`config.mk`:
```
export PLATFORM = sky130hd
export DESIGN_NAME = gpu_target_string_parser_core
export DESIGN_NICKNAME = d
export VERILOG_FILES = /design/src/rtl/gtsp_pkg.sv /design/src/rtl/gtsp_parser.sv /design/src/rtl/gpu_target_string_parser_core.sv
export SDC_FILE = /design/constraint.sdc
export NUM_CORES = 1
export LEC_CHECK = 0
export BUFFER_PORTS_ARGS = -buffer_cell sky130_fd_sc_hd__buf_2
export CORE_ASPECT_RATIO = 1.25
export CORE_MARGIN = 3
export CORE_UTILIZATION = 40
export CTS_CLUSTER_DIAMETER = 30
export DETAILED_ROUTE_END_ITERATION = 7
export SLEW_MARGIN = 20
export SYNTH_ARGS = -nofsm -noshare
export SYNTH_HDL_FRONTEND = slang
export SYNTH_HIERARCHICAL = 1
export SYNTH_SLANG_ARGS = --single-unit
export TNS_END_PERCENT = 1
```
`constraint.sdc`:
```
create_clock -name clock -period 7.2 [get_ports clock]
set_clock_uncertainty 0.05 [all_clocks]
set_input_delay 0.36 -clock clock [delete_from_list [all_inputs] [get_ports clock]]
set_output_delay 0.36 -clock clock [all_outputs]
set_load 0.1 [all_outputs]
```
`src/rtl/gtsp_pkg.sv`:
```
package gtsp_pkg;

   localparam logic [7:0] CHAR_NUL   = 8'h00;
   localparam logic [7:0] CHAR_COLON = 8'h3a;
   localparam logic [7:0] CHAR_PLUS  = 8'h2b;
   localparam logic [7:0] CHAR_MINUS = 8'h2d;
   localparam logic [7:0] CHAR_ZERO  = 8'h30;
   localparam logic [7:0] CHAR_ONE   = 8'h31;

   localparam logic [2:0] PREFIX_LEN  = 3'd3;
   localparam logic [2:0] PROC_MAX    = 3'd4;
   localparam logic [2:0] PROC_SHORT  = 3'd3;
   localparam logic [2:0] SRAMECC_LEN = 3'd7;
   localparam logic [2:0] XNACK_LEN   = 3'd5;
   localparam logic [4:0] MAJOR_TENS  = 5'd10;
   localparam logic [3:0] HEX_ALPHA_OFFSET = 4'd9;

   typedef enum logic [1:0] {
      PH_PREFIX,
      PH_PROC,
      PH_NAME,
      PH_SIGN
   } phase_type;

   typedef struct packed {
      logic [7:0] char_byte;
      logic       last_char;
   } req_word_type;

   typedef struct packed {
      logic       valid_res;
      logic [4:0] major;
      logic [3:0] minor;
      logic [3:0] stepping;
   } rsp_word_type;

   typedef struct packed {
      phase_type       phase;
      logic [2:0]      position;
      logic [3:0][7:0] proc_chars;
      logic            match_sramecc;
      logic            match_xnack;
      logic            failed;
      logic            terminated;
   } parse_state_type;

   typedef struct packed {
      logic         fire;
      rsp_word_type word;
   } parse_result_type;

   function automatic logic is_dec(input logic [7:0] c);
      return (c >= 8'h30) && (c <= 8'h39);
   endfunction

   function automatic logic is_hex(input logic [7:0] c);
      return is_dec(c) || ((c >= 8'h61) && (c <= 8'h66)) || ((c >= 8'h41) && (c <= 8'h46));
   endfunction

   // only called on a checked hex digit
   function automatic logic [3:0] hex_val(input logic [7:0] c);
      return is_dec(c) ? c[3:0] : c[3:0] + HEX_ALPHA_OFFSET;
   endfunction

   function automatic logic [7:0] prefix_char(input logic [1:0] idx);
      logic [7:0] r;
      unique case (idx)
         2'd0:    r = 8'h67;
         2'd1:    r = 8'h66;
         2'd2:    r = 8'h78;
         default: r = 8'hff;
      endcase
      return r;
   endfunction

   function automatic logic [7:0] sramecc_char(input logic [2:0] idx);
      logic [7:0] r;
      unique case (idx)
         3'd0:    r = 8'h73;
         3'd1:    r = 8'h72;
         3'd2:    r = 8'h61;
         3'd3:    r = 8'h6d;
         3'd4:    r = 8'h65;
         3'd5:    r = 8'h63;
         3'd6:    r = 8'h63;
         default: r = 8'hff;
      endcase
      return r;
   endfunction

   function automatic logic [7:0] xnack_char(input logic [2:0] idx);
      logic [7:0] r;
      unique case (idx)
         3'd0:    r = 8'h78;
         3'd1:    r = 8'h6e;
         3'd2:    r = 8'h61;
         3'd3:    r = 8'h63;
         3'd4:    r = 8'h6b;
         default: r = 8'hff;
      endcase
      return r;
   endfunction

endpackage

```
`src/rtl/gtsp_parser.sv`:
```
module gtsp_parser
   import gtsp_pkg::*;
(
   input  logic             clock,
   input  logic             reset,
   input  logic             take,
   input  req_word_type     req_word,
   output parse_result_type result
);

   parse_state_type state_ff;
   parse_state_type state_in;

   // check the processor field and bring it to four-character form
   function automatic parse_state_type close_proc(input parse_state_type s);
      parse_state_type r;
      r = s;
      if (s.position == PROC_SHORT) begin
         r.proc_chars = {s.proc_chars[2], s.proc_chars[1], s.proc_chars[0], CHAR_ZERO};
      end else if ((s.position != PROC_MAX) || (s.proc_chars[0] != CHAR_ONE)) begin
         r.failed = 1'b1;
         return r;
      end
      if (!is_dec(r.proc_chars[1]) || !is_dec(r.proc_chars[2]) || !is_hex(r.proc_chars[3]))
         r.failed = 1'b1;
      return r;
   endfunction

   function automatic parse_state_type start_name(input parse_state_type s);
      parse_state_type r;
      r = s;
      r.phase         = PH_NAME;
      r.position      = '0;
      r.match_sramecc = 1'b1;
      r.match_xnack   = 1'b1;
      return r;
   endfunction

   function automatic parse_state_type finish_text(input parse_state_type s);
      parse_state_type r;
      r = s;
      r.terminated = 1'b1;
      if (s.phase == PH_PROC)
         r = close_proc(r);
      else if (s.phase != PH_SIGN)
         r.failed = 1'b1;
      return r;
   endfunction

   function automatic parse_state_type step_byte(input parse_state_type s,
                                                 input logic [7:0] c);
      parse_state_type r;
      r = s;
      if (c == CHAR_NUL)
         return finish_text(s);
      unique case (s.phase)
         PH_PREFIX: begin
            if ((s.position >= PREFIX_LEN) || (c != prefix_char(s.position[1:0]))) begin
               r.failed = 1'b1;
            end else if (s.position == PREFIX_LEN - 3'd1) begin
               r.phase    = PH_PROC;
               r.position = '0;
            end else begin
               r.position = s.position + 3'd1;
            end
         end
         PH_PROC: begin
            if (c == CHAR_COLON) begin
               r = start_name(close_proc(s));
            end else if (s.position >= PROC_MAX) begin
               r.failed = 1'b1;
            end else begin
               r.proc_chars[s.position[1:0]] = c;
               r.position = s.position + 3'd1;
            end
         end
         PH_NAME: begin
            if ((c == CHAR_PLUS) || (c == CHAR_MINUS)) begin
               if ((s.match_sramecc && (s.position == SRAMECC_LEN)) ||
                   (s.match_xnack && (s.position == XNACK_LEN)))
                  r.phase = PH_SIGN;
               else
                  r.failed = 1'b1;
            end else if (c == CHAR_COLON) begin
               r.failed = 1'b1;
            end else begin
               r.match_sramecc = s.match_sramecc && (s.position < SRAMECC_LEN) &&
                                 (c == sramecc_char(s.position));
               r.match_xnack   = s.match_xnack && (s.position < XNACK_LEN) &&
                                 (c == xnack_char(s.position));
               if (s.position < SRAMECC_LEN)
                  r.position = s.position + 3'd1;
            end
         end
         PH_SIGN: begin
            if (c == CHAR_COLON)
               r = start_name(s);
            else
               r.failed = 1'b1;
         end
         default: r.failed = 1'b1;
      endcase
      return r;
   endfunction

   parse_state_type after_byte;
   parse_state_type after_end;

   always_comb begin
      after_byte = state_ff;
      after_end  = state_ff;
      state_in   = state_ff;
      result     = '0;
      if (take) begin
         if (!state_ff.terminated && !state_ff.failed)
            after_byte = step_byte(state_ff, req_word.char_byte);
         after_end = after_byte;
         if (req_word.last_char) begin
            if (!after_byte.terminated && !after_byte.failed)
               after_end = finish_text(after_byte);
            result.fire           = 1'b1;
            result.word.valid_res = !after_end.failed;
            if (!after_end.failed) begin
               result.word.major    = {1'b0, after_end.proc_chars[1][3:0]} +
                                      ((after_end.proc_chars[0] == CHAR_ONE) ? MAJOR_TENS : 5'd0);
               result.word.minor    = after_end.proc_chars[2][3:0];
               result.word.stepping = hex_val(after_end.proc_chars[3]);
            end
            // back to the idle state for the next text, stored field kept
            state_in               = after_end;
            state_in.phase         = PH_PREFIX;
            state_in.position      = '0;
            state_in.match_sramecc = 1'b1;
            state_in.match_xnack   = 1'b1;
            state_in.failed        = 1'b0;
            state_in.terminated    = 1'b0;
         end else begin
            state_in = after_byte;
         end
      end
   end

   always_ff @(posedge clock) begin
      state_ff.proc_chars <= state_in.proc_chars;
      if (reset) begin
         state_ff.phase         <= PH_PREFIX;
         state_ff.position      <= '0;
         state_ff.match_sramecc <= 1'b1;
         state_ff.match_xnack   <= 1'b1;
         state_ff.failed        <= 1'b0;
         state_ff.terminated    <= 1'b0;
      end else begin
         state_ff.phase         <= state_in.phase;
         state_ff.position      <= state_in.position;
         state_ff.match_sramecc <= state_in.match_sramecc;
         state_ff.match_xnack   <= state_in.match_xnack;
         state_ff.failed        <= state_in.failed;
         state_ff.terminated    <= state_in.terminated;
      end
   end

endmodule

```
`src/rtl/gpu_target_string_parser_core.sv`:
```
// target text parser: checks a target name streamed one byte per word
// req channel: one text byte per word plus a last flag on the final byte
// rsp channel: one verdict word per text (valid flag, major, minor, stepping),
//   numbers are zero when the text does not parse
// a zero byte ends the text early; bytes after it up to the last flag are dropped
// the verdict is registered into the output register or the skid entry
// throughput: one byte per cycle while req_stall is low, with a combinational step on the
//   state registers; a new text may start the cycle after the last byte
// a result register plus one skid entry sit on the output, so req keeps
//   flowing while a verdict waits; req_stall rises only once the skid entry
//   is occupied, and rsp_stall holds the shown verdict unchanged
// reset (synchronous, active high) returns the parser to the prefix phase and
//   empties the output stages; no verdict is lost or made up across stalls
module gpu_target_string_parser_core
   import gtsp_pkg::*;
(
   input  logic         clock,
   input  logic         reset,
   // byte input
   input  logic         req_valid,
   output logic         req_stall,
   input  req_word_type req_word,
   // verdict output
   output logic         rsp_valid,
   input  logic         rsp_stall,
   output rsp_word_type rsp_word
);

   parse_result_type result;
   logic             take;

   // output register and skid entry
   logic         out_valid_ff;
   logic         out_valid_in;
   rsp_word_type out_word_ff;
   rsp_word_type out_word_in;
   logic         skid_valid_ff;
   logic         skid_valid_in;
   rsp_word_type skid_word_ff;
   rsp_word_type skid_word_in;
   logic         out_free;

   assign req_stall = skid_valid_ff;
   assign take      = req_valid && !skid_valid_ff;

   gtsp_parser u_parser (
      .clock    (clock),
      .reset    (reset),
      .take     (take),
      .req_word (req_word),
      .result   (result)
   );

   // the output register can load when empty or being drained this cycle
   assign out_free = !out_valid_ff || !rsp_stall;

   always_comb begin
      out_valid_in  = out_valid_ff;
      out_word_in   = out_word_ff;
      skid_valid_in = skid_valid_ff;
      skid_word_in  = skid_word_ff;
      priority if (skid_valid_ff) begin
         // no new word while the skid entry is full
         if (out_free) begin
            out_valid_in  = 1'b1;
            out_word_in   = skid_word_ff;
            skid_valid_in = 1'b0;
         end
      end else if (result.fire) begin
         if (out_free) begin
            out_valid_in = 1'b1;
            out_word_in  = result.word;
         end else begin
            skid_valid_in = 1'b1;
            skid_word_in  = result.word;
         end
      end else begin
         // nothing new: empty the output once its word is taken
         if (out_free)
            out_valid_in = 1'b0;
      end
   end

   always_ff @(posedge clock) begin
      out_word_ff  <= out_word_in;
      skid_word_ff <= skid_word_in;
      if (reset) begin
         out_valid_ff  <= 1'b0;
         skid_valid_ff <= 1'b0;
      end else begin
         out_valid_ff  <= out_valid_in;
         skid_valid_ff <= skid_valid_in;
      end
   end

   assign rsp_valid = out_valid_ff;
   assign rsp_word  = out_word_ff;

endmodule
```
==> impl_metrics.csv <==
group,metric,value,unit
outcome,status,"finished, final reports clean",
die,die_h,137,um
die,core-area,13400,um^2
layout,final_common_cell,"nor2_1",
layout,final_nets,625,
drt,dr.max_layer_used,"met4",
flow_run,drv_cap,0,
logic_synthesis,synth-edff-count,60,
drt,wl_met1,7110,um
die,dieArea,15300,um^2
drt,drt-wirelength-per-cell,23.0,um
worst_setup_path,criticalPathCategory,"reg -> reg",
power_and_ir_drop,p_leak,0.00218,uW
layout,fin_area,6050,um^2
worst_setup_path,cp_top_family,"simple AND/OR/NAND/NOR gates",
worst_setup_path,r2r_cells,20,
clock_network,cts.sink_count,71,
clock_network,hold_buffers,0,
drt,drtIter0Drc,535,
worst_setup_path,rrSetupSlack,840,ps
logic_synthesis,synth_async_sr_flop_share,0,%
worst_setup_path,crit_buf_inv,4,
drt,first_pass_iters,5,
worst_setup_path,cp_cell_sequence,"buf_4, clkinv_1, ha_1, or2_2, a2111oi_2, and4_1, a221oi_1, o311ai_0, nand3_1, nor3_2, buf_4, mux2i_1, inv_1, ha_1, o21ai_0, a21oi_1, mux2_2, or3_1, a21oi_1, mux2_4",
drt,viasPerCell,6.58,
sta,final-setup-viol-count,0,
hold_path,holdPathEnd,"u_parser/state_ff[38]$_SDFFE_PP0P_",
worst_setup_path,end_kind,"register",
layout,syn_to_final_growth,9.47,%
sta,tightest_slew,968,ps
place,gp_congestion,0.945,
grt,grt_util_all_layers,22.9,%
worst_setup_path,cp_data_arrival_time,6530,ps
sta,grt_setup_unrepaired,"false",
layout,final_core_util,45.1,%
logic_synthesis,synthCells,586,
die,num_rows,47,
sta,slew_headroom,35.5,%
grt,grt_max_degree,43,
worst_setup_path,worst_ep_required_time,7360,ps
clock_network,cts-root-buf,"clkbuf_16",
place,port_buffers,28,
sta,max_freq,157,MHz
clock_network,cts_tree,"built",
logic_synthesis,syn-num-nets,615,
clock_network,cts_htree_levels,3,
clock_network,cts_resized,0,
die,die_w,111,um
clock_network,clk_path_buf_depth,2,
power_and_ir_drop,pwr_density_cell,174,nW/um^2
grt,antenna_found_initial,0,
sta,timing.final.crit_period,6360,ps
layout,most-common-layout-cells,"63 x nor2_1, 60 x edfxtp_1, 38 x nand2_1, 34 x a21oi_1, 33 x mux2i_1",
drt,wirelength,17700,um
die,start_util,41.2,%
layout,n_fill_cell,1299,
power_and_ir_drop,vdd_drop_max,0.124,mV
drt,vias,5078,
sta,final_hold_viol_count,0,
worst_setup_path,worstSetupStartpointType,"register",
layout,diodes,0,
worst_setup_path,cpMaxStageDelayCell,"o311ai_0",
logic_synthesis,synth_ff_type,"edfxtp_1",
clock_network,post_cts_buffers,0,
hold_path,min_from,"reset",
drt,wl_met3,995,um
logic_synthesis,synth.distinct_cells,82,
grt,grt_pass1_vias,4915,
clock_network,insertion_delay,340,ps
layout,drive_gt1_share,15.8,%
place,post_dp_cell_area,5750,um^2
logic_synthesis,synth_seq_area_share,36.6,%
place,hpwl,13000,um
grt,grt_pass1_wl,27400,um
clock_network,cts_buffers,9,
logic_synthesis,avgSynthCellArea,9.43,um^2
logic_synthesis,ys_warn_count,6,
hold_path,hold_depth,2,
worst_setup_path,reg2reg_from,"u_parser/state_ff[38]$_SDFFE_PP0P_",
hold_path,min_path_type,"in -> reg",
grt,grt-ovfl-total,0,
sta,post-route-period-util,88.4,%
logic_synthesis,netlist_area,5520,um^2
clock_network,clk_pin_slew,70,ps
drt,wl_met2,8540,um
sta,slew_violations,0,
worst_setup_path,cp_slowest_stage_delay,550,ps
die,ioPinCount,29,
worst_setup_path,rr_endpoint,"rsp_word[2]$_DFFE_PP_",
sta,setup_tns,0,ps
logic_synthesis,ys_seq_elements,71,
drt,drc,0,
worst_setup_path,cp_max_fo,26,
drt,ant_nets,0,
==> cells by family (layout without fill, tap and decap cells) <==
group,Yosys count,after routing,synth area share (%)
AND/OR/NAND/NOR,193,193,18.1
AO/OA/AOI/OAI,191,191,24.9
flip-flops,71,71,36.6
multiplexers,54,54,10.8
buffers and inverters,52,67,4.55
adder cells (fa/ha/maj),16,16,3.62
XOR/XNOR,9,9,1.43
==> where the power goes <==
group	leakage [uW]	switching, uW	internal (uW)
logic	0.00135	95.8	39.0
clock network	0.000135	200	241
registers	0.000695	14.2	461
==> sequential cells by signal (all words and copies together) (netlist names) <==
name / count
rsp_valid: 1
rsp_word: 14
skid_word_ff: 14
u_parser/state_ff: 41
req_stall: 1
==> worst max path at each step <==
stage | from | to | slack, ps | depth (start not counted)
6_report | u_parser/state_ff[38]$_SDFFE_PP0P_ | rsp_word[2]$_DFFE_PP_ | 840 | 20
5_1_grt | u_parser/state_ff[38]$_SDFFE_PP0P_ | rsp_word[2]$_DFFE_PP_ | 460 | 20
4_1_cts | u_parser/state_ff[38]$_SDFFE_PP0P_ | rsp_word[2]$_DFFE_PP_ | 940 | 20
3_5_place_dp | u_parser/state_ff[38]$_SDFFE_PP0P_ | rsp_word[2]$_DFFE_PP_ | 990 | 20
3_3_place_gp | u_parser/state_ff[38]$_SDFFE_PP0P_ | rsp_word[2]$_DFFE_PP_ | 1330 | 20
2_1_floorplan | u_parser/state_ff[38]$_SDFFE_PP0P_ | rsp_word[2]$_DFFE_PP_ | 1770 | 20
==> per-layer routing <==
| layer | up-vias | global-route usage (%) |
|---|---|---|
| li1 | 2314 | - |
| met1 | 2446 | 27.3 |
| met2 | 255 | 38.9 |
| met3 | 63 | 3.16 |
| met4 | 0 | 15.4 |
| met5 | - | 0 |
==> area by class of cell <==
type                            count  area, um^2  share of cell area, %
Multi-Input combinational cell    463        3270                   54.0
Sequential cell                    71        2020                   33.4
Clock buffer                        9         225                   3.72
Tap cell                          171         214                   3.54
Timing Repair Buffer               36         200                   3.31
Clock inverter                      7        61.3                   1.01
Inverter                           15        56.3                  0.931
==> synthesized netlist by cell type, types with 12 or more instances <==
master	instances	share of area, %
nor2_1	63	4.3
edfxtp_1	60	33
nand2_1	38	2.6
a21oi_1	34	3.1
mux2i_1	33	6.0
o21ai_0	24	2.2
clkbuf_1	19	1.3
ha_1	16	3.6
nor3_1	16	1.4
a2bb2oi_1	15	2.4
o22ai_1	14	1.6
inv_1	13	0.88
mux2_2	13	2.7
a31oi_1	12	1.4
==> stage by stage <==
step,hold WS (ps),power [uW],worst slack (ps),std cells
2_1_floorplan,379,575,1770,586
3_3_place_gp,463,615,1330,756
3_5_place_dp,481,616,994,756
4_1_cts,239,1060,941,772
5_1_grt,265,1090,457,772
6_report,254,1050,836,772
(Power assumes the default switching activity.)
